[src/hw/rtl/qmn_pkg.sv]
// shared types, widths and sign tables for the quaternion multiply/normalize block
// depends on nothing
package qmn_pkg;

  localparam int IW          = 32;
  localparam int PW          = 64;
  localparam int CW          = 66;
  localparam int VW          = 31;
  localparam int SQW         = 62;
  localparam int SW          = 63;
  localparam int SRCW        = 64;
  localparam int RTW         = 32;
  localparam int RMW         = 34;
  localparam int DW          = 33;
  localparam int QW          = 31;
  localparam int OW          = 32;
  localparam int NORM_STAGES = 7;
  localparam int SQRT_STEPS  = 32;
  localparam int DIV_STEPS   = 31;

  localparam logic [OW-1:0] Q_ONE = 32'h4000_0000;

  typedef struct packed {
    logic signed [IW-1:0] left_w;
    logic signed [IW-1:0] left_x;
    logic signed [IW-1:0] left_y;
    logic signed [IW-1:0] left_z;
    logic signed [IW-1:0] right_w;
    logic signed [IW-1:0] right_x;
    logic signed [IW-1:0] right_y;
    logic signed [IW-1:0] right_z;
  } qmn_in_t;

  typedef struct packed {
    logic signed [OW-1:0] prod_w;
    logic signed [OW-1:0] prod_x;
    logic signed [OW-1:0] prod_y;
    logic signed [OW-1:0] prod_z;
    logic                 zero_fallback;
  } qmn_out_t;

  typedef struct packed {
    logic                 valid;
    logic                 zero;
    logic [3:0][CW-1:0]   comp;
  } qmn_norm_t;

  typedef struct packed {
    logic                 valid;
    logic                 zero;
    logic [3:0][VW-1:0]   vec;
    logic [RMW-1:0]       rem;
    logic [RTW-1:0]       root;
    logic [SRCW-1:0]      src;
  } qmn_sqrt_t;

  typedef struct packed {
    logic                 valid;
    logic                 zero;
    logic [3:0]           neg;
    logic [DW-1:0]        den;
    logic [3:0][RTW-1:0]  rem;
    logic [3:0][QW-1:0]   num;
    logic [3:0][QW-1:0]   quot;
  } qmn_div_t;

  // hamilton product: term j of component i is a[j] * b[i ^ j]
  function automatic logic neg_term(input logic [1:0] i, input logic [1:0] j);
    logic r;
    r = 1'b0;
    case (i)
      2'd0:    r = (j != 2'd0);
      2'd1:    r = (j == 2'd3);
      2'd2:    r = (j == 2'd1);
      default: r = (j == 2'd2);
    endcase
    return r;
  endfunction

endpackage

[src/hw/rtl/qmn_norm_cell.sv]
// block scaling cell: shifts all four components left by SHIFT when all still fit
// depends on qmn_pkg
module qmn_norm_cell import qmn_pkg::*; #(
  parameter int SHIFT = 1
) (
  input  logic      clk,
  input  logic      rst_n,
  input  logic      en,
  input  qmn_norm_t cell_in,
  output qmn_norm_t cell_out
);

  qmn_norm_t cell_r;
  qmn_norm_t cell_nxt;

  always_comb begin
    logic             fits;
    logic [SHIFT:0]   top;
    fits = 1'b1;
    for (int i = 0; i < 4; i++) begin
      top = cell_in.comp[i][CW-1 -: SHIFT+1];
      if (!((top == '0) || (&top))) begin
        fits = 1'b0;
      end
    end
    cell_nxt = cell_in;
    for (int i = 0; i < 4; i++) begin
      if (fits) begin
        cell_nxt.comp[i] = cell_in.comp[i] << SHIFT;
      end
    end
  end

  always_ff @(posedge clk) begin
    if (!rst_n) begin
      cell_r.valid <= 1'b0;
    end else if (en) begin
      cell_r <= cell_nxt;
    end
  end

  assign cell_out = cell_r;

endmodule

[config.mk]
export PLATFORM = sky130hd
export DESIGN_NAME = qmn_norm_cell
export DESIGN_NICKNAME = d
export VERILOG_FILES = /design/src/hw/rtl/qmn_pkg.sv /design/src/hw/rtl/qmn_norm_cell.sv
export SDC_FILE = /design/constraint.sdc
export NUM_CORES = 1
export LEC_CHECK = 0
export BUFFER_PORTS_ARGS = -buffer_cell sky130_fd_sc_hd__clkbuf_2
export CORE_AREA = 2 2 210 212
export CTS_CLUSTER_DIAMETER = 40
export DETAILED_ROUTE_END_ITERATION = 10
export DIE_AREA = 0 0 212 214
export PLACE_DENSITY = 0.56
export SLEW_MARGIN = 20
export SYNTH_ARGS = -nofsm -noshare
export SYNTH_HDL_FRONTEND = slang
export SYNTH_SLANG_ARGS = --single-unit
[constraint.sdc]
create_clock -name clk -period 9.8 [get_ports clk]
set_clock_uncertainty 0.2 [all_clocks]
set_input_delay 1.96 -clock clk [delete_from_list [all_inputs] [get_ports clk]]
set_output_delay 1.96 -clock clk [all_outputs]
set_load 0.01 [all_outputs]
* Yosys cells after proc, flatten, opt, wreduce, memory -nomap -nowiden
Index checks and enable logic that the tools add are counted.
** Word-level totals
- Register bits after elaboration :: 266
** Operators by class
- Mux-type cells :: 8
- Reductions and logical operators :: 13
** Operators with widths (count)
- two-way mux 66 bit :: 4
- AND reduction 2 bit :: 5
- logical NOT 2 bit :: 4
- logical OR 1 bit :: 4
- two-way mux 1 bit :: 4

* Longest topological paths before layout
- Depth in word-level cells :: 7
- Depth in mapped cells :: 5
- Depth with buffers taken out :: 3

* Least setup slack after synthesis
OpenSTA, ideal clock, no wires.
- Path type :: input-to-reg
- From :: in en
- To :: reg cell_r (netlist bit cell_out[0]) (enable)
- Library setup time :: 0.658 ns
- Arrival time :: 7.946 ns
- Slack :: 0.995 ns
- Stages on the path :: 1
- Path through :: and2_1
** Between the ends
- Cells in the longest elaborated chain, start to end :: 1
** Ends and longest elaborated chain
- from (decl) :: RTL line qmn_norm_cell.sv:8 : input logic en,
- AND reduction 2 bit (no line)
- to (signal assigned) :: RTL line qmn_norm_cell.sv:38 : cell_r <= cell_nxt;
- to (decl) :: RTL line qmn_norm_cell.sv:13 : qmn_norm_t cell_r;
No other way between the ends.
A chain may end at the register's enable or synchronous reset.

==> impl_metrics.json <==
{
  "status": "finished, final reports clean",
  "diodes": 0,
  "num-fill-cells": 4138,
  "most-common-layout-cells": "clkbuf_2 (534), edfxtp_1 (265), mux2_2 (256)",
  "yosys_register_bits": 266,
  "yosys_warnings": 0,
  "place_congestion": 0.8332,
  "cts_resized": 0,
  "timing.hold.ws_ps": 321.8,
  "syn_avg_cell_area_um2": 19.65,
  "fmax_mhz": 227.5,
  "synth_cell_types": 10,
  "cap_violations": 0,
  "die_w_um": 212,
  "seq_area_frac_synth_pct": 71.75,
  "postCtsSetupBuffers": 0,
  "cp-start-kind": "input port",
  "largest_reg_flops": 266,
  "first_pass_iters": 4,
  "synth.top_cell.area_share_pct": 71.57,
  "period_needed_ps": 4396,
  "slew_headroom_pct": 32.37,
  "worst_ep_arrival_time_ps": 4490,
  "portBuffers": 534,
  "final_max_slew_viol_count": 0,
  "synth_nets": 835,
  "p_per_area_nw_per_um2": 209.3,
  "crit_fanout": 155,
  "cts_max_level": 2,
  "ant_nets": 0,
  "syn_area_um2": 11120,
  "path_delay_family": "buffers and inverters",
  "cts_sinks": 266,
  "tns_ps": 0,
  "root_buffer": "clkbuf_16",
  "hold_violations": 0,
  "dr_total_vias": 7307,
  "first_global_vias": 7878,
  "critical_path_depth": 6,
  "grt.total_usage_pct": 13.99,
  "hp-class": "register to register",
  "synth.area.top_cells": "edfxtp_1 (72%), mux2_2 (26%), buf_2 (1.3%)",
  "whs_path_depth": 2,
  "cts_tree": "built",
  "path_class": "input port to register",
  "cts_buffer_depth": 3,
  "routed_via_density": 4.197,
  "ir_worst_vdd_v": 0.00009976,
  "clock_latency_ps": 550,
  "path_cells": "clkbuf_2, xor2_1, nor4_4, buf_12, buf_6, mux2_2",
  "nets": 1390,
  "die_h_um": 214,
  "worst_pin_slew_ps": 1014,
  "synth_top_area_cell": "edfxtp_1",
  "gr-total-overflow": 0,
  "final_common_cell": "clkbuf_2",
  "setup_viol": 0,
  "hold_buffers": 0,
  "final_cell_area_um2": 15990,
  "antenna_found_initial": 2,
  "cp_slowest_cell": "buf_6",
  "totalWireLength_mm": 32.66,
  "drc": 0,
  "cts-buffers-inserted": 46,
  "reg2regPathDepth": 2,
  "wire_per_inst_um": 18.76,
  "report.power.total_mw": 3.345,
  "cp-end-kind": "register",
  "place_hpwl_mm": 24.34,
  "cp_slowest_stage_delay_ps": 710,
  "timing.final.crit_share_pct": 44.86,
  "grt_pass1_wl_mm": 47.89,
  "drive_above_1_share_pct": 75.09,
  "syn-instance-count": 566,
  "path_buf_inv": 3,
  "p_leak_nw": 6.464,
  "area_growth_pct": 43.76,
  "num_rows": 76,
  "worst_ep_required_time_ps": 9890,
  "grt_start_max_net_pins": 156,
  "die_area_um2": 45370,
  "dpl_cell_area_um2": 14430,
  "grt_setup_unrepaired": "false",
  "core-area_um2": 42890,
  "initial_utilization_pct": 25.93,
  "drt_iter0_drc": 392,
  "pin_count": 535,
  "clk_pin_slew_ps": 50
}
## path summary, 6_finish.rpt
check | from | endpoint | slack (ps)
max | cell_in[262] | cell_out[230] | 5400
min reg2reg | cell_out[265] | cell_out[265] | 320
max reg2reg | cell_out[265] | cell_out[265] | 9020
min | cell_out[265] | cell_out[265] | 320
## kinds of logic (layout without fill, tap and decap cells)
group	count (synthesis)	in the layout	share of synthesized area (%)
DFF	266	266	71.75
muxes	257	257	26.02
buffers and inverters	32	622	1.395
and+or+nand+nor	7	7	0.5289
xor gates and xnor gates	4	4	0.3150
## Yosys cell counts
library cell / instances
and2_1: 1
buf_2: 28
clkbuf_1: 4
dfxtp_1: 1
edfxtp_1: 265
mux2_2: 256
mux2i_1: 1
nor2b_1: 5
nor4_4: 1
xor2_1: 4
## cell type report
type	instances	area, um2	share of cell area (%)
repair buffers	539	2739	17.13
clock buffers	53	1177	7.365
flip-flops and latches	266	7978	49.91
clock inverters	30	370.4	2.317
well taps	585	732.0	4.579
multi-input cells	268	2989	18.70
## metal layers
layer,up-vias,GRT usage [%],wire [um]
li1,3377,-,-
met1,3550,15.65,12420
met2,315,24.24,16630
met3,63,4.149,2541
met4,2,6.620,1057
met5,-,0,13
## through the flow
stage	setup slack (ps)	utilization (%)	cells
5_1_grt	5265	37.27	1741
3_5_place_dp	4563	33.66	1658
3_3_place_gp	4601	33.66	1658
4_1_cts	5160	37.27	1741
2_1_floorplan	995.4	-	566
6_report	5404	37.27	1741
## tightest hold or removal path, stage by stage, from the launching register on
cell and delay, ps:
dfxtp_1 300, mux2i_1 110, nor2b_1 60
## where the power goes
group          switching [mW]  internal (mW)  total, mW
logic                   0.181          0.167      0.348
registers              0.0241           1.36       1.38
clock network           0.567           1.05       1.62
(Power assumes the default switching activity.)
