$ cat config.mk
export PLATFORM = sky130hd
export DESIGN_NAME = qmn_div_cell
export DESIGN_NICKNAME = d
export VERILOG_FILES = /design/src/hw/rtl/qmn_pkg.sv /design/src/hw/rtl/qmn_div_cell.sv
export SDC_FILE = /design/constraint.sdc
export NUM_CORES = 1
export LEC_CHECK = 0
export BUFFER_PORTS_ARGS = -buffer_cell sky130_fd_sc_hd__buf_2
export CAP_MARGIN = 40
export CORE_AREA = 2 2 323 325
export DETAILED_ROUTE_END_ITERATION = 8
export DIE_AREA = 0 0 325 327
export PLACE_DENSITY = 0.43
export SYNTH_ARGS = -nofsm -noshare
export SYNTH_HDL_FRONTEND = slang
export SYNTH_SLANG_ARGS = --single-unit
$ cat constraint.sdc
create_clock -name clk -period 14.9 [get_ports clk]
set_input_delay 3.725 -clock clk [delete_from_list [all_inputs] [get_ports clk]]
set_output_delay 3.725 -clock clk [all_outputs]
set_load 0.01 [all_outputs]
$ cat src/hw/rtl/qmn_pkg.sv
// shared types, widths and sign tables for the quaternion multiply/normalize block
// depends on nothing
package qmn_pkg;

  localparam int IW          = 32;
  localparam int PW          = 64;
  localparam int CW          = 66;
  localparam int VW          = 31;
  localparam int SQW         = 62;
  localparam int SW          = 63;
  localparam int SRCW        = 64;
  localparam int RTW         = 32;
  localparam int RMW         = 34;
  localparam int DW          = 33;
  localparam int QW          = 31;
  localparam int OW          = 32;
  localparam int NORM_STAGES = 7;
  localparam int SQRT_STEPS  = 32;
  localparam int DIV_STEPS   = 31;

  localparam logic [OW-1:0] Q_ONE = 32'h4000_0000;

  typedef struct packed {
    logic signed [IW-1:0] left_w;
    logic signed [IW-1:0] left_x;
    logic signed [IW-1:0] left_y;
    logic signed [IW-1:0] left_z;
    logic signed [IW-1:0] right_w;
    logic signed [IW-1:0] right_x;
    logic signed [IW-1:0] right_y;
    logic signed [IW-1:0] right_z;
  } qmn_in_t;

  typedef struct packed {
    logic signed [OW-1:0] prod_w;
    logic signed [OW-1:0] prod_x;
    logic signed [OW-1:0] prod_y;
    logic signed [OW-1:0] prod_z;
    logic                 zero_fallback;
  } qmn_out_t;

  typedef struct packed {
    logic                 valid;
    logic                 zero;
    logic [3:0][CW-1:0]   comp;
  } qmn_norm_t;

  typedef struct packed {
    logic                 valid;
    logic                 zero;
    logic [3:0][VW-1:0]   vec;
    logic [RMW-1:0]       rem;
    logic [RTW-1:0]       root;
    logic [SRCW-1:0]      src;
  } qmn_sqrt_t;

  typedef struct packed {
    logic                 valid;
    logic                 zero;
    logic [3:0]           neg;
    logic [DW-1:0]        den;
    logic [3:0][RTW-1:0]  rem;
    logic [3:0][QW-1:0]   num;
    logic [3:0][QW-1:0]   quot;
  } qmn_div_t;

  // hamilton product: term j of component i is a[j] * b[i ^ j]
  function automatic logic neg_term(input logic [1:0] i, input logic [1:0] j);
    logic r;
    r = 1'b0;
    case (i)
      2'd0:    r = (j != 2'd0);
      2'd1:    r = (j == 2'd3);
      2'd2:    r = (j == 2'd1);
      default: r = (j == 2'd2);
    endcase
    return r;
  endfunction

endpackage

$ cat src/hw/rtl/qmn_div_cell.sv
// one restoring division step for all four lanes, one quotient bit per cell
// depends on qmn_pkg
module qmn_div_cell import qmn_pkg::*; (
  input  logic     clk,
  input  logic     rst_n,
  input  logic     en,
  input  qmn_div_t cell_in,
  output qmn_div_t cell_out
);

  qmn_div_t cell_r;
  qmn_div_t cell_nxt;

  always_comb begin
    logic [DW-1:0] r_sh;
    logic [DW-1:0] diff;
    logic          ge;
    cell_nxt = cell_in;
    for (int i = 0; i < 4; i++) begin
      r_sh = {cell_in.rem[i], cell_in.num[i][QW-1]};
      diff = r_sh - cell_in.den;
      ge   = (r_sh >= cell_in.den);
      cell_nxt.rem[i]  = ge ? diff[RTW-1:0] : r_sh[RTW-1:0];
      cell_nxt.quot[i] = {cell_in.quot[i][QW-2:0], ge};
      cell_nxt.num[i]  = {cell_in.num[i][QW-2:0], 1'b0};
    end
  end

  always_ff @(posedge clk) begin
    if (!rst_n) begin
      cell_r.valid <= 1'b0;
    end else if (en) begin
      cell_r <= cell_nxt;
    end
  end

  assign cell_out = cell_r;

endmodule

Word level (Yosys, flattened, before mapping)
Index checks and enable logic that the tools add are counted.
{"block": "totals", "output_inout_bits": 415, "word_cells": 29, "register_bits": 411, "inputBits": 418}
{"block": "op_classes", "n_reduce_logical": 1, "mux": 4, "n_lt_le_gt_ge": 4, "add_sub_neg": 4}
{"op": "$ge A33 B33 Y1", "count": 4}
{"op": "$mux W32", "count": 4}
{"op": "$sub A32 B32 Y32", "count": 4}
{"op": "$reduce_and A2 Y1", "count": 1}

Longest topological paths before layout
{"block": "logic_depth", "word_depth": 2, "depth_mapped": 13, "ltp_nobuf": 12}

Worst setup path after synthesis
OpenSTA, ideal clock, no wires.
{"block": "synth_path", "kind": "input-to-reg", "start": "input en", "end": "register cell_r, in the netlist cell_out[0], enable pin", "cell_stages": 1, "required_time_ns": 14.076, "setup_time_ns": 0.824, "arrival_ns": 12.943, "n_path_buf": 0, "path_slack_ns": 1.133, "cell_sequence": "and2_1"}
{"block": "synth_via", "elab_chain_cells": 1}
{"item": "start, declared", "line": "qmn_div_cell.sv:6", "rtl": "input logic en,"}
{"item": "$reduce_and A2 Y1 (no source line)"}
{"item": "end signal, assigned", "line": "qmn_div_cell.sv:33", "rtl": "cell_r <= cell_nxt;"}
{"item": "end, declared", "line": "qmn_div_cell.sv:11", "rtl": "qmn_div_t cell_r;"}
Every way passes these cells.
A chain may end at the register's enable or synchronous reset.

==> results by group <==
Clocking
  – Setup bufs post-CTS: 0
  – Max H-tree Level: 2
  – # hold bufs at CTS: 0
  – Clock buffer depth: 3
  – Clock Sinks: 411
  – Worst-Skew Late Latency: 640 ps
  – Total CTS buffers: 52
  – CTS-repair resized insts: 0
  – Root Driver: clkbuf_16
  – TritonCTS clock tree: yes
  – Clock transition at path regs: 60 ps

Setup path
  – Crit-path cells: buf_2 > inv_1 > ha_1 > nor2b_1 > o31a_1 > o31ai_1 > a211oi_1 > o21a_1 > o211ai_1 > a21oi_4 > buf_4 > mux2_2
  – Crit end category: register
  – Worst stage delay on the critical path: between 600 and 700 ps
  – Buf+Inv Stages, Crit Path: 3
  – CP Data Arrival Time: 7740 ps
  – CP Launch Type: primary input
  – CP max-delay cell: a21oi_4
  – Worst path top cell family by delay: compound AO/OA/AOI/OAI gates
  – Max Fanout on Critical Path: 31
  – Worst Path Required: 15290 ps
  – Critical Setup Path Class: primary input to register

Timing
  – RSZ-0062 raised after global routing: no
  – Period utilisation layout: 49.3%
  – Final worst path period need: around 7300 ps
  – Fin. max-slew vios: 0
  – Slew HR: 46.3%
  – Setup Viol. Count Final: 0
  – Fmax: 136 MHz
  – Setup ws final: between 7000 and 8000 ps
  – Least-Margin Pin Slew: 805 ps
  – Worst Skew: 0 ps
  – Setup tns final: 0 ps
  – Final hold violations: 0

Detailed routing
  – Via count: 17500
  – Router iterations before antenna repair: 5
  – Initial drt markers: 1029
  – Vias/cell: 4.35
  – WL final: about 110000 µm
  – DRC: 0
  – Post-DRT Antenna Nets: 0
  – Wire length per cell: between 20 and 30 µm

Placement
  – Port Buffers: slightly above 800
  – Dpl cells: 3910
  – Pre-CTS WS: about 6800 ps
  – Post-DP HPWL: 85600 µm
  – Placed cell areas: 26800 µm²
  – Gpl congestion: 0.843

Floorplanning
  – I/O Pins: approximately 830
  – # rows: 118
  – Die Y: between 300 and 400 µm
  – Initial Utilization: 20.4%
  – DIE WIDTH: between 300 and 400 µm
  – Core Area: a little over 100000 µm²
  – Die ar.: 106000 µm²

Synth
  – Warnings from Yosys: 0
  – Post-synthesis sequential area ratio: 58.6%
  – Mapped Cells: 1752
  – Dominant cell type by area after synthesis: edfxtp_1
  – Yosys reg bits: 411
  – Share of the synthesized area in the top cell type: 58.5%
  – Post-synth EDFFs: 410
  – Largest cells by area after synthesis: edfxtp_1, ha_1, a21oi_1
  – Synthesized cell area: 21000 µm²
  – Async set-or-reset flop fraction in the synthesized netlist: 0%
  – Syn avg cell area: 12.0 µm²
  – Main synth FF type: edfxtp_1
  – Distinct cell type count after synthesis: 68

Cells and area
  – Nets: 3138
  – Share of layout cells above drive strength 1: 36.7%
  – Design area: 28600 µm²
  – Fillers: 11000
  – Syn-to-layout area delta: 36.1%
  – Final Util: 27.8%
  – Fin cells: 4023
  – Max reg flops: 411

Pwr
  – Leak: 12.0 nW
  – Power Density: 121 nW/µm²
  – Peak supply drop: 0.0000824 V

Global routing
  – Global-route wire length before repair: between 100000 and 150000 µm
  – Initial antenna violation count: 59
  – GRT Overall Usage: between 10% and 20%
  – Grt total ovfl: 0
  – Largest net degree at the start of global routing: 61
  – Vias in the first global route: around 17000

Run
  – Max Cap Violations: 0

Hold path
  – HP Class: register to register

Status
  – Outcome: completed
worst paths after layout:
check	startpoint	endpoint	slack [ps]	cells after the start
min reg2reg	cell_out[414]$_SDFFE_PN0P_	cell_out[414]$_SDFFE_PN0P_	510	2
max reg2reg	cell_out[414]$_SDFFE_PN0P_	cell_out[414]$_SDFFE_PN0P_	14320	2
max	cell_in[377]	cell_out[372]$_DFFE_PP_	7550	12
min	cell_out[414]$_SDFFE_PN0P_	cell_out[414]$_SDFFE_PN0P_	510	2
synthesized netlist by cell type, drive strengths merged (17+ instances only):
library cell / instances
nand2: 110
clkbuf: 45
nor2b: 18
a21oi: 196
mux2: 25
inv: 77
ha: 132
o21ai: 99
nor2: 146
buf: 18
a21o: 67
a31oi: 17
xor2: 41
o21bai: 27
xnor2: 72
nand4: 33
nand3: 31
edfxtp: 410
nor3: 18
placed cells by master (no fill, tap or decap), types with 9 or more instances in the layout:
cell type / count
edfxtp_1: 410
clkbuf_1: 13
nand2_1: 109
a21oi_1: 194
buf_4: 10
nor3_1: 17
buf_2: 824
and3_1: 11
xor2_1: 41
nand2b_1: 13
o21bai_1: 27
nand4_1: 32
ha_1: 132
diode_2: 15
mux2_2: 24
clkbuf_16: 53
a21o_1: 67
o21a_1: 14
inv_1: 77
nand3_1: 31
a31oi_1: 17
nor2_1: 146
o211ai_1: 14
xnor2_1: 72
o21ai_0: 98
and4_1: 9
nor2b_1: 18
per-layer routing:
metal  wire (µm)  global-route usage (%)  vias to the layer above
met5         427                       0                        -
met4        4370                    7.67                       70
met3        9850                    8.11                      191
met2       51700                    32.8                      649
met1       39100                    20.5                     8307
li1            -                       -                     8301
cell type report:
| type | instances | area [µm²] | share of cell area [%] |
|---|---|---|---|
| tap | 1380 | 1730 | 6.03 |
| sequential | 411 | 12300 | 43.1 |
| clock buffer | 66 | 1380 | 4.80 |
| antenna | 15 | 37.5 | 0.131 |
| inverter | 77 | 289 | 1.01 |
| timing repair buffer | 838 | 4290 | 15.0 |
| clock inverter | 32 | 389 | 1.36 |
| multi-input combinational | 1204 | 8200 | 28.6 |
where the power goes:
part	leakage [nW]	internal [W]	switching (W)
sequential	3.86	0.00139	0.0000263
clock	0.850	0.000782	0.000557
combinational	7.33	0.000269	0.000449
worst min-delay path, stage by stage, from the launching register on:
cell	delay, ps
dfxtp_1	320
mux2i_1	60
nor2b_1	90
stage by stage:
step	total power, W	hold slack [ps]
floorplan	0.00185	538
global placement	0.00217	498
detailed placement	0.00216	500
CTS	0.00353	514
global route	0.00363	543
finish	0.00347	509
kinds of logic after synthesis:
logic type	after synthesis	share of synthesized area, %
AOI/OAI and AO/OA	500	14.8
adders and majority gates	136	8.23
and+or+nand+nor	422	9.45
muxes	29	1.55
DFF	411	58.6
xor gates and xnor gates	113	4.70
buffers and inverters	140	2.69
other	1	0.0178
No activity file was read; power rests on OpenSTA's default activity.
