**src/hw/rtl/qmn_pkg.sv**
```systemverilog
// shared types, widths and sign tables for the quaternion multiply/normalize block
// depends on nothing
package qmn_pkg;

  localparam int IW          = 32;
  localparam int PW          = 64;
  localparam int CW          = 66;
  localparam int VW          = 31;
  localparam int SQW         = 62;
  localparam int SW          = 63;
  localparam int SRCW        = 64;
  localparam int RTW         = 32;
  localparam int RMW         = 34;
  localparam int DW          = 33;
  localparam int QW          = 31;
  localparam int OW          = 32;
  localparam int NORM_STAGES = 7;
  localparam int SQRT_STEPS  = 32;
  localparam int DIV_STEPS   = 31;

  localparam logic [OW-1:0] Q_ONE = 32'h4000_0000;

  typedef struct packed {
    logic signed [IW-1:0] left_w;
    logic signed [IW-1:0] left_x;
    logic signed [IW-1:0] left_y;
    logic signed [IW-1:0] left_z;
    logic signed [IW-1:0] right_w;
    logic signed [IW-1:0] right_x;
    logic signed [IW-1:0] right_y;
    logic signed [IW-1:0] right_z;
  } qmn_in_t;

  typedef struct packed {
    logic signed [OW-1:0] prod_w;
    logic signed [OW-1:0] prod_x;
    logic signed [OW-1:0] prod_y;
    logic signed [OW-1:0] prod_z;
    logic                 zero_fallback;
  } qmn_out_t;

  typedef struct packed {
    logic                 valid;
    logic                 zero;
    logic [3:0][CW-1:0]   comp;
  } qmn_norm_t;

  typedef struct packed {
    logic                 valid;
    logic                 zero;
    logic [3:0][VW-1:0]   vec;
    logic [RMW-1:0]       rem;
    logic [RTW-1:0]       root;
    logic [SRCW-1:0]      src;
  } qmn_sqrt_t;

  typedef struct packed {
    logic                 valid;
    logic                 zero;
    logic [3:0]           neg;
    logic [DW-1:0]        den;
    logic [3:0][RTW-1:0]  rem;
    logic [3:0][QW-1:0]   num;
    logic [3:0][QW-1:0]   quot;
  } qmn_div_t;

  // hamilton product: term j of component i is a[j] * b[i ^ j]
  function automatic logic neg_term(input logic [1:0] i, input logic [1:0] j);
    logic r;
    r = 1'b0;
    case (i)
      2'd0:    r = (j != 2'd0);
      2'd1:    r = (j == 2'd3);
      2'd2:    r = (j == 2'd1);
      default: r = (j == 2'd2);
    endcase
    return r;
  endfunction

endpackage

```
**src/hw/rtl/qmn_sqrt_cell.sv**
```systemverilog
// one step of the digit-by-digit square root, two radicand bits per cell
// depends on qmn_pkg
module qmn_sqrt_cell import qmn_pkg::*; (
  input  logic      clk,
  input  logic      rst_n,
  input  logic      en,
  input  qmn_sqrt_t cell_in,
  output qmn_sqrt_t cell_out
);

  localparam int XW = RMW + 2;

  qmn_sqrt_t cell_r;
  qmn_sqrt_t cell_nxt;

  always_comb begin
    logic [XW-1:0] rem_sh;
    logic [XW-1:0] trial;
    logic [XW-1:0] diff;
    logic          ge;
    rem_sh = {cell_in.rem, cell_in.src[SRCW-1 -: 2]};
    trial  = {2'b00, cell_in.root, 2'b01};
    diff   = rem_sh - trial;
    ge     = (rem_sh >= trial);
    cell_nxt      = cell_in;
    cell_nxt.rem  = ge ? diff[RMW-1:0] : rem_sh[RMW-1:0];
    cell_nxt.root = {cell_in.root[RTW-2:0], ge};
    cell_nxt.src  = {cell_in.src[SRCW-3:0], 2'b00};
  end

  always_ff @(posedge clk) begin
    if (!rst_n) begin
      cell_r.valid <= 1'b0;
    end else if (en) begin
      cell_r <= cell_nxt;
    end
  end

  assign cell_out = cell_r;

endmodule

```
**config.mk**
```make
export PLATFORM = sky130hd
export DESIGN_NAME = qmn_sqrt_cell
export DESIGN_NICKNAME = d
export VERILOG_FILES = /design/src/hw/rtl/qmn_pkg.sv /design/src/hw/rtl/qmn_sqrt_cell.sv
export SDC_FILE = /design/constraint.sdc
export NUM_CORES = 1
export LEC_CHECK = 0
export ABC_CLOCK_PERIOD_IN_PS = 7000
export BUFFER_PORTS_ARGS = -buffer_cell sky130_fd_sc_hd__buf_2
export CORE_AREA = 3 3 197 199
export DETAILED_ROUTE_END_ITERATION = 7
export DIE_AREA = 0 0 200 202
export PLACE_DENSITY_LB_ADDON = 0.3
export RECOVER_POWER = 25
export SKIP_CTS_REPAIR_TIMING = 1
export SLEW_MARGIN = 20
export SYNTH_ARGS = -nofsm -noshare
export SYNTH_HDL_FRONTEND = slang
export SYNTH_SLANG_ARGS = --single-unit
```
**constraint.sdc**
```tcl
create_clock -name clk -period 7 [get_ports clk]
set_clock_uncertainty 0.05 [all_clocks]
set_input_delay 0.35 -clock clk [delete_from_list [all_inputs] [get_ports clk]]
set_output_delay 0.35 -clock clk [all_outputs]
set_load 0.05 [all_outputs]
```
; Word-level counts from Yosys, hierarchy flattened
; Index checks and enable logic that the tools add are counted.
[op_classes]
n_lt_le_gt_ge = 1
n_addsub = 1
n_mux = 1
reduce_logical = 1
[ops]
columns = op, count
row1 = 36-bit by 34-bit greater-or-equal comparator with 1-bit output, 1
row2 = 34-bit 2-to-1 mux, 1
row3 = 34-bit subtractor, 1
row4 = 2-bit AND reduction, 1
[word_totals]
out_inout_bits = 256
inputBits = 259
register_bits = 254
word_cells = 13

; Depth between registers and ports, before layout
; Gate-level depths: netlist of run 1.
[depth]
ltp_word = 2
mapped_depth = 13
ltp_nobuf = 10

; Least setup slack after synthesis of run 1
; OpenSTA, ideal clock, no wires.
[synth_path]
path_kind = in2reg
startpoint = input port en
endpoint = register cell_r (netlist bit cell_out[100]) (enable)
arrival_time_ns = 6.069
setup_slack_ns = 0.237
required_ns = 6.305
cell_stages = 1
setup_ns = 0.645
n_path_buf = 0
cell_sequence = and2_1
[synth_between]
elab_chain_len = 1
[synth_rtl]
columns = item, line_no
row1 = start: declaration, qmn_sqrt_cell.sv:6  ; input logic en,
row2 = 2-bit AND reduction (no source line), n/a
row3 = end signal: assignment, qmn_sqrt_cell.sv:35  ; cell_r <= cell_nxt;
row4 = end: declaration, qmn_sqrt_cell.sv:13  ; qmn_sqrt_t cell_r;
; Every way passes these cells.
; A chain may end at the register's enable or synchronous reset.

==> results of run 1 <==
[synthesized netlist by cell type (2+ instances only)]
master	instances	share of area (%)
sky130_fd_sc_hd__edfxtp_1	253	76
sky130_fd_sc_hd__nor3_1	8	0.40
sky130_fd_sc_hd__o21ai_0	12	0.60
sky130_fd_sc_hd__nand2b_1	6	0.37
sky130_fd_sc_hd__o221ai_1	2	0.17
sky130_fd_sc_hd__a31oi_1	5	0.31
sky130_fd_sc_hd__nand3_1	4	0.20
sky130_fd_sc_hd__clkbuf_1	5	0.19
sky130_fd_sc_hd__xnor2_1	12	1.0
sky130_fd_sc_hd__nor2b_1	3	0.19
sky130_fd_sc_hd__and3_1	9	0.56
sky130_fd_sc_hd__o31ai_1	3	0.22
sky130_fd_sc_hd__buf_4	3	0.22
sky130_fd_sc_hd__o31a_1	2	0.17
sky130_fd_sc_hd__mux2_1	3	0.34
sky130_fd_sc_hd__a311oi_4	2	0.52
sky130_fd_sc_hd__a31o_1	2	0.17
sky130_fd_sc_hd__ha_1	34	4.2
sky130_fd_sc_hd__o21ai_1	31	1.5
sky130_fd_sc_hd__nor2_1	14	0.52
sky130_fd_sc_hd__and2_1	7	0.44
sky130_fd_sc_hd__xor2_1	16	1.4
sky130_fd_sc_hd__nand2_1	48	1.8
sky130_fd_sc_hd__o211ai_1	3	0.22
sky130_fd_sc_hd__inv_1	41	1.5
sky130_fd_sc_hd__nand4_1	7	0.44
sky130_fd_sc_hd__a21boi_0	2	0.15
sky130_fd_sc_hd__a21o_1	21	1.6
sky130_fd_sc_hd__mux2i_1	4	0.40
sky130_fd_sc_hd__o41ai_1	3	0.26
sky130_fd_sc_hd__a21oi_1	26	1.3
sky130_fd_sc_hd__buf_2	6	0.30
[critical path, cell delays in order]
cell	delay, ns
sky130_fd_sc_hd__dlygate4sd3_1	0.53
sky130_fd_sc_hd__clkbuf_1	0.12
sky130_fd_sc_hd__inv_1	0.06
sky130_fd_sc_hd__ha_1	0.38
sky130_fd_sc_hd__a21o_1	0.24
sky130_fd_sc_hd__o41ai_1	0.44
sky130_fd_sc_hd__o211ai_1	0.26
sky130_fd_sc_hd__a211oi_1	0.31
sky130_fd_sc_hd__o21a_2	0.37
sky130_fd_sc_hd__buf_4	0.48
sky130_fd_sc_hd__mux2_1	0.36
[cells in the final DEF, fill, tap and decap left out, drive strengths merged, types with 3 or more instances in the layout]
| master | netlist | layout |
|---|---|---|
| diode | 0 | 5 |
| and2 | 7 | 7 |
| nor2 | 14 | 14 |
| a21oi | 26 | 26 |
| clkbuf | 5 | 61 |
| a31oi | 5 | 5 |
| nand4 | 7 | 7 |
| o31ai | 3 | 3 |
| xnor2 | 12 | 12 |
| ha | 34 | 34 |
| nand2b | 6 | 6 |
| a21o | 22 | 22 |
| o21ai | 44 | 44 |
| edfxtp | 253 | 253 |
| xor2 | 16 | 16 |
| o211ai | 3 | 3 |
| clkinv | 0 | 9 |
| nand3 | 4 | 4 |
| a21boi | 3 | 3 |
| o41ai | 3 | 3 |
| and3 | 9 | 9 |
| nor3 | 8 | 8 |
| mux2i | 4 | 4 |
| nand2 | 48 | 48 |
| dlygate4sd3 | 0 | 218 |
| buf | 9 | 486 |
| bufinv | 0 | 7 |
| nor2b | 3 | 3 |
| inv | 42 | 45 |
| mux2 | 3 | 3 |
[kinds of logic (layout without fill, tap and decap cells)]
kind of cell,count (synthesis),count (layout),synth area share [%]
buf+inv,56,828,2.29
flops,254,254,76.1
xor+xnor,28,28,2.45
simple gates,114,114,5.57
compound gates,129,129,8.62
fa+ha+maj,34,34,4.25
other cells,1,7,0.0374
mux,7,7,0.737
[power by group through the flow]
stage / Sequential [uW] / Combinational (uW) / Clock (uW)
global placement: 1870 / 853 / 0
detailed placement: 1870 / 859 / 0
CTS: 1840 / 862 / 1710
floorplan: 2270 / 205 / 0
global route: 1850 / 1010 / 1770
finish: 1840 / 959 / 1670
[layer usage]
layer	up-vias	wire (um)	GRT usage (%)
met2	337	20500	30.7
met4	4	1230	4.46
met1	3986	14800	17.9
met3	76	3180	6.80
met5	-	27	0
li1	3872	-	-
[through the flow]
step | util, % | total power [uW] | hold WS, ns | instance area [um2] | setup slack (ns)
after CTS | 38.0 | 4410 | -0.140 | 14200 | 3.88
after global routing | 43.8 | 4630 | 0.0239 | 16400 | 3.13
after global placement | 35.3 | 2720 | 0.450 | 13200 | 3.35
after detailed placement | 35.3 | 2730 | 0.478 | 13200 | 3.26
after floorplan | - | 2470 | 0.399 | 10000 | 0.237
final | 43.8 | 4470 | 0.0380 | 16400 | 3.34
[how the worst max path moves through the flow]
| stage | start | to | slack, ns | cells past startpoint |
|---|---|---|---|---|
| final | cell_in[71] | cell_out[99] | 3.34 | 11 |
| after global routing | cell_in[71] | cell_out[99] | 3.13 | 11 |
| after CTS | cell_in[71] | cell_out[99] | 3.88 | 10 |
| after detailed placement | cell_in[71] | cell_out[99] | 3.26 | 10 |
| after global placement | cell_in[71] | cell_out[99] | 3.35 | 10 |
| after floorplan | en | cell_out[100] | 0.24 | 1 |
[final cells by class]
class | instances | area, um2 | area share [%]
antenna | 5 | 12.5 | 0.0764
tap | 511 | 639 | 3.90
inverter | 42 | 158 | 0.962
clock buffer | 32 | 737 | 4.50
multi-input combinational | 314 | 2180 | 13.3
sequential | 254 | 7620 | 46.5
timing repair buffer | 733 | 4750 | 29.0
clock inverter | 21 | 298 | 1.82
==> impl_metrics.prom, run 1 <==
# TYPE chip_impl_metric gauge
chip_impl_info{name="run_status",value="completed"} 1
chip_impl_info{name="grt_setup_unrepaired",value="false"} 1
chip_impl_metric{name="yosysWarnings",unit=""} 0
chip_impl_metric{name="intPower",unit="uW"} 3120
chip_impl_metric{name="final_wirelength",unit="um"} 39800
chip_impl_metric{name="max_freq",unit="GHz"} 0.274
chip_impl_metric{name="clock_latency",unit="ns"} 0.56
chip_impl_metric{name="p_leak",unit="uW"} 0.00694
chip_impl_metric{name="p_sw",unit="uW"} 1350
chip_impl_metric{name="signed_area_change_from_the_synthesized_netlist_to_the_final_layout",unit="%"} 63.6
chip_impl_metric{name="routed-via-count",unit=""} 8275
chip_impl_metric{name="total_cts_buffers",unit=""} 29
chip_impl_metric{name="drt-vias-per-instance",unit=""} 4.33
chip_impl_metric{name="fp.dieH",unit="um"} 202
chip_impl_metric{name="initial_antenna_violation_count",unit=""} 5
chip_impl_metric{name="cts_sinks",unit=""} 254
chip_impl_metric{name="syn_area_per_cell",unit="um2"} 16.1
chip_impl_metric{name="final_layout_size_suffix_gt1_share",unit="%"} 39.0
chip_impl_metric{name="final_net_count",unit=""} 1667
chip_impl_metric{name="numPortBuffers",unit=""} 512
chip_impl_info{name="critical_path_class",value="in2reg"} 1
chip_impl_metric{name="maxSlewHeadroom",unit="%"} 34.7
chip_impl_metric{name="hold_violations",unit=""} 0
chip_impl_metric{name="clock_tree_buf_depth",unit=""} 3
chip_impl_metric{name="switching_fraction",unit="%"} 30.2
chip_impl_metric{name="layoutNonFillerInstCount",unit=""} 1912
chip_impl_metric{name="gp_congestion",unit=""} 0.937
chip_impl_metric{name="setup_violations",unit=""} 0
chip_impl_info{name="root_buffer",value="sky130_fd_sc_hd__clkbuf_16"} 1
chip_impl_metric{name="cap_viol_max_count",unit=""} 0
chip_impl_metric{name="syn_inst",unit=""} 623
chip_impl_metric{name="die-width",unit="um"} 200
chip_impl_metric{name="power.density",unit="mW/mm2"} 273
chip_impl_metric{name="min_path_cells",unit=""} 3
chip_impl_metric{name="grt_start_max_net_pins",unit=""} 152
chip_impl_metric{name="reg2reg_setup_slack",unit="ns"} 6.33
chip_impl_metric{name="floorplan.initialDensity",unit="%"} 26.8
chip_impl_metric{name="period_minus_slack",unit="ns"} 3.66
chip_impl_metric{name="drtPass1Iterations",unit=""} 5
chip_impl_metric{name="final.fill_count",unit=""} 3392
chip_impl_metric{name="drcViolationCount",unit=""} 0
chip_impl_metric{name="r2r.worst_path.cells",unit=""} 2
chip_impl_info{name="tritoncts",value="yes"} 1
chip_impl_info{name="worst_setup_path_end_kind",value="flop"} 1
chip_impl_metric{name="number_of_synthesized_flops_with_an_enable_pin",unit=""} 253
chip_impl_metric{name="timing.critical_path.fanout_max",unit=""} 45
chip_impl_metric{name="clock_pin_slew_on_the_worst_setup_and_hold_paths",unit="ns"} 0.06
chip_impl_metric{name="setup-tns-final",unit="ns"} 0
chip_impl_metric{name="timing.critical_path.arrival",unit="ns"} 3.92
chip_impl_metric{name="worstMarginPinSlew",unit="ns"} 0.979
chip_impl_metric{name="synth_async_sr_flop_share",unit="%"} 0
chip_impl_metric{name="place_hpwl",unit="um"} 28900
chip_impl_info{name="worst_r2r_startpoint",value="cell_out[255]"} 1
chip_impl_metric{name="post_synth_instance_area",unit="mm2"} 0.0100
chip_impl_metric{name="synth_sequential_area_ratio",unit="%"} 76.1
chip_impl_metric{name="synth.ff_latch_count",unit=""} 254
chip_impl_metric{name="irDropWorstVdd",unit="V"} 0.000168
chip_impl_metric{name="share_seq_of_total_power",unit="%"} 41.1
chip_impl_metric{name="global_route_wire_length_before_repair",unit="um"} 50100
chip_impl_metric{name="pwr-share-comb",unit="%"} 21.4
chip_impl_metric{name="min_period_over_period",unit="%"} 52.2
chip_impl_info{name="crit-reg2reg-capture",value="cell_out[255]"} 1
chip_impl_metric{name="design.portCount",unit=""} 515
chip_impl_metric{name="wl_per_cell",unit="um"} 20.8
chip_impl_metric{name="detailedRoute.firstIterationViolations",unit=""} 379
chip_impl_metric{name="row_count",unit=""} 71
chip_impl_info{name="hold_start",value="cell_in[103]"} 1
chip_impl_metric{name="grt.overflow.total",unit=""} 0
chip_impl_metric{name="number_of_global_route_vias_before_repair",unit=""} 7471
chip_impl_metric{name="coreArea",unit="mm2"} 0.0374
chip_impl_metric{name="ys_types",unit=""} 58
chip_impl_info{name="commonest_register_cell_after_synthesis",value="sky130_fd_sc_hd__edfxtp_1"} 1
chip_impl_metric{name="ant_nets",unit=""} 0
chip_impl_metric{name="timing.final.max_slew_violations",unit=""} 0
chip_impl_metric{name="global_route.usage.total",unit="%"} 16.8
chip_impl_metric{name="numPlacedInstances",unit=""} 1636
chip_impl_metric{name="largest_register_ffs",unit=""} 254
chip_impl_info{name="worst_hold_path.endpoint",value="cell_out[105]"} 1
chip_impl_info{name="critical_path.startpoint_type",value="primary input"} 1
chip_impl_metric{name="fp.dieArea",unit="mm2"} 0.0404
chip_impl_metric{name="required",unit="ns"} 7.26
chip_impl_info{name="hp-class",value="in2reg"} 1
chip_impl_metric{name="cts-htree-levels",unit=""} 1
chip_impl_metric{name="clock_group_share_of_total_power",unit="%"} 37.4
(Power assumes the default switching activity.)
==> inputs of run 2 (changes only) <==
- ABC_CLOCK_PERIOD_IN_PS: 7000 -> 3100
- clock period: 7 -> 3.1 ns (I/O delays scaled with it)
==> impl_metrics.prom, run 2 (synthesized netlist as in run 1, its figures left out) <==
# TYPE chip_impl_metric gauge
chip_impl_metric{name="hold_violations",unit=""} 0
chip_impl_metric{name="row_count",unit=""} 71
chip_impl_info{name="most-common-layout-cells",value="483 x sky130_fd_sc_hd__buf_2, 254 x sky130_fd_sc_hd__dlygate4sd3_1, 253 x sky130_fd_sc_hd__edfxtp_1, 48 x sky130_fd_sc_hd__nand2_1, 41 x sky130_fd_sc_hd__inv_1"} 1
chip_impl_metric{name="grt_start_max_net_pins",unit=""} 49
chip_impl_metric{name="final_layout_size_suffix_gt1_share",unit="%"} 38.4
chip_impl_metric{name="intPower",unit="uW"} 6670
chip_impl_metric{name="fp.dieH",unit="um"} 202
chip_impl_metric{name="design.portCount",unit=""} 515
chip_impl_metric{name="cts-htree-levels",unit=""} 1
chip_impl_metric{name="worstMarginPinSlew",unit="ns"} 0.777
chip_impl_metric{name="gp_congestion",unit=""} 0.855
chip_impl_metric{name="grt.overflow.total",unit=""} 0
chip_impl_metric{name="clock_tree_buf_depth",unit=""} 3
chip_impl_metric{name="fin_util",unit="%"} 44.9
chip_impl_metric{name="final.fill_count",unit=""} 3397
chip_impl_metric{name="final_net_count",unit=""} 1720
chip_impl_metric{name="clock_pin_slew_on_the_worst_setup_and_hold_paths",unit="ns"} 0.06
chip_impl_metric{name="share_seq_of_total_power",unit="%"} 42.7
chip_impl_metric{name="timing.critical_path.arrival",unit="ns"} 3.19
chip_impl_info{name="tritoncts",value="yes"} 1
chip_impl_metric{name="clock_group_share_of_total_power",unit="%"} 34.4
chip_impl_metric{name="global_route.usage.total",unit="%"} 16.8
chip_impl_metric{name="maxSlewHeadroom",unit="%"} 48.2
chip_impl_info{name="worst_setup_path_end_kind",value="flop"} 1
chip_impl_metric{name="signed_area_change_from_the_synthesized_netlist_to_the_final_layout",unit="%"} 67.7
chip_impl_metric{name="layoutNonFillerInstCount",unit=""} 1964
chip_impl_metric{name="ant_nets",unit=""} 0
chip_impl_metric{name="timing.critical_path.fanout_max",unit=""} 5
chip_impl_metric{name="die-width",unit="um"} 200
chip_impl_metric{name="min_period_over_period",unit="%"} 94.1
chip_impl_metric{name="clock_latency",unit="ns"} 0.58
chip_impl_info{name="run_status",value="completed"} 1
chip_impl_metric{name="power.density",unit="mW/mm2"} 579
chip_impl_metric{name="cap_viol_max_count",unit=""} 0
chip_impl_info{name="grt_setup_unrepaired",value="false"} 1
chip_impl_metric{name="p_leak",unit="uW"} 0.00713
chip_impl_metric{name="number_of_global_route_vias_before_repair",unit=""} 7555
chip_impl_metric{name="detailed_place.area",unit="mm2"} 0.0134
chip_impl_metric{name="place_hpwl",unit="um"} 28900
chip_impl_metric{name="irDropWorstVdd",unit="V"} 0.000430
chip_impl_info{name="critical_path.startpoint_type",value="primary input"} 1
chip_impl_metric{name="numPlacedInstances",unit=""} 1652
chip_impl_metric{name="detailedRoute.firstIterationViolations",unit=""} 441
chip_impl_metric{name="p_sw",unit="uW"} 3060
chip_impl_metric{name="total_cts_buffers",unit=""} 30
chip_impl_metric{name="drcViolationCount",unit=""} 0
chip_impl_metric{name="setup_violations",unit=""} 0
chip_impl_metric{name="final_wirelength",unit="um"} 40400
chip_impl_metric{name="timing.final.max_slew_violations",unit=""} 0
chip_impl_metric{name="global_route_wire_length_before_repair",unit="um"} 49900
chip_impl_metric{name="floorplan.initialDensity",unit="%"} 26.8
chip_impl_info{name="critical_path_class",value="in2reg"} 1
chip_impl_metric{name="drt-vias-per-instance",unit=""} 4.35
chip_impl_info{name="root_buffer",value="sky130_fd_sc_hd__clkbuf_16"} 1
chip_impl_metric{name="wl_per_cell",unit="um"} 20.6
chip_impl_metric{name="total_power",unit="uW"} 9730
chip_impl_metric{name="drtPass1Iterations",unit=""} 5
chip_impl_metric{name="cts_sinks",unit=""} 254
chip_impl_metric{name="max_freq",unit="GHz"} 0.343
chip_impl_metric{name="largest_register_ffs",unit=""} 254
chip_impl_metric{name="fp.dieArea",unit="mm2"} 0.0404
chip_impl_metric{name="switching_fraction",unit="%"} 31.4
chip_impl_metric{name="final_design_area_no_fill",unit="mm2"} 0.0168
chip_impl_info{name="hp-class",value="in2reg"} 1
chip_impl_metric{name="numPortBuffers",unit=""} 512
chip_impl_metric{name="setup-tns-final",unit="ns"} 0
chip_impl_info{name="most_common_cell_after_layout_fill_and_taps_aside",value="sky130_fd_sc_hd__buf_2"} 1
chip_impl_metric{name="pwr-share-comb",unit="%"} 22.9
chip_impl_metric{name="required",unit="ns"} 3.37
chip_impl_metric{name="coreArea",unit="mm2"} 0.0374
chip_impl_metric{name="routed-via-count",unit=""} 8540
chip_impl_metric{name="period_minus_slack",unit="ns"} 2.92
chip_impl_metric{name="initial_antenna_violation_count",unit=""} 4
## run 2: per-layer routing
layer  global-route usage (%)  share of wire (%)  vias to the layer above  routed length (um)
li1                         -                  -                     3973                   -
met1                     18.5                 37                     4083               15000
met2                     29.4                 51                      400               20500
met3                     6.30                7.5                       82                3040
met4                     6.56                4.5                        2                1810
met5                        0              0.032                        -                  13
## run 2: final timing paths
path	from	slack, ns	to	cells after the start
setup reg to reg	cell_out[255]	1.88	cell_out[255]	3
setup / recovery	cell_in[74]	0.18	cell_out[123]	12
hold reg to reg	cell_out[255]	1.05	cell_out[255]	3
hold / removal	cell_in[128]	0.08	cell_out[64]	4
## run 2: stage by stage
stage	setup slack [ns]	hold slack, ns
floorplan	0.513	0.204
global placement	0.123	0.282
detailed placement	0.160	0.283
CTS	0.754	-0.338
global route	0.0348	0.0847
finish	0.182	0.0776
## run 2: layout make-up
cell class	count	area [um2]	share of cell area [%]
Sequential cell	254	7620	45.4
Timing Repair Buffer	785	5280	31.4
Multi-Input combinational cell	314	2180	13.0
Antenna cell	4	10.0	0.0596
Inverter	42	158	0.939
Clock buffer	38	781	4.65
Tap cell	511	639	3.81
Clock inverter	16	136	0.812
## run 2: critical path, cell delays in order
cell                            delay (ns)
sky130_fd_sc_hd__dlygate4sd3_1        0.53
sky130_fd_sc_hd__buf_2                0.12
sky130_fd_sc_hd__inv_1                0.04
sky130_fd_sc_hd__ha_1                 0.38
sky130_fd_sc_hd__and3_1               0.27
sky130_fd_sc_hd__and2_1               0.21
sky130_fd_sc_hd__a221oi_2             0.09
sky130_fd_sc_hd__o211ai_1             0.45
sky130_fd_sc_hd__o2bb2ai_1            0.24
sky130_fd_sc_hd__mux2i_1              0.25
sky130_fd_sc_hd__o221ai_1             0.14
sky130_fd_sc_hd__mux2_1               0.31
## run 2: power by group through the flow
| stage | Sequential [uW] | Clock (uW) | Combinational (uW) |
|---|---|---|---|
| finish | 4150 | 3340 | 2230 |
| global route | 4170 | 3560 | 2350 |
| CTS | 4150 | 3430 | 1970 |
| detailed placement | 4220 | 0 | 1960 |
| floorplan | 5090 | 0 | 463 |
| global placement | 4210 | 0 | 1960 |
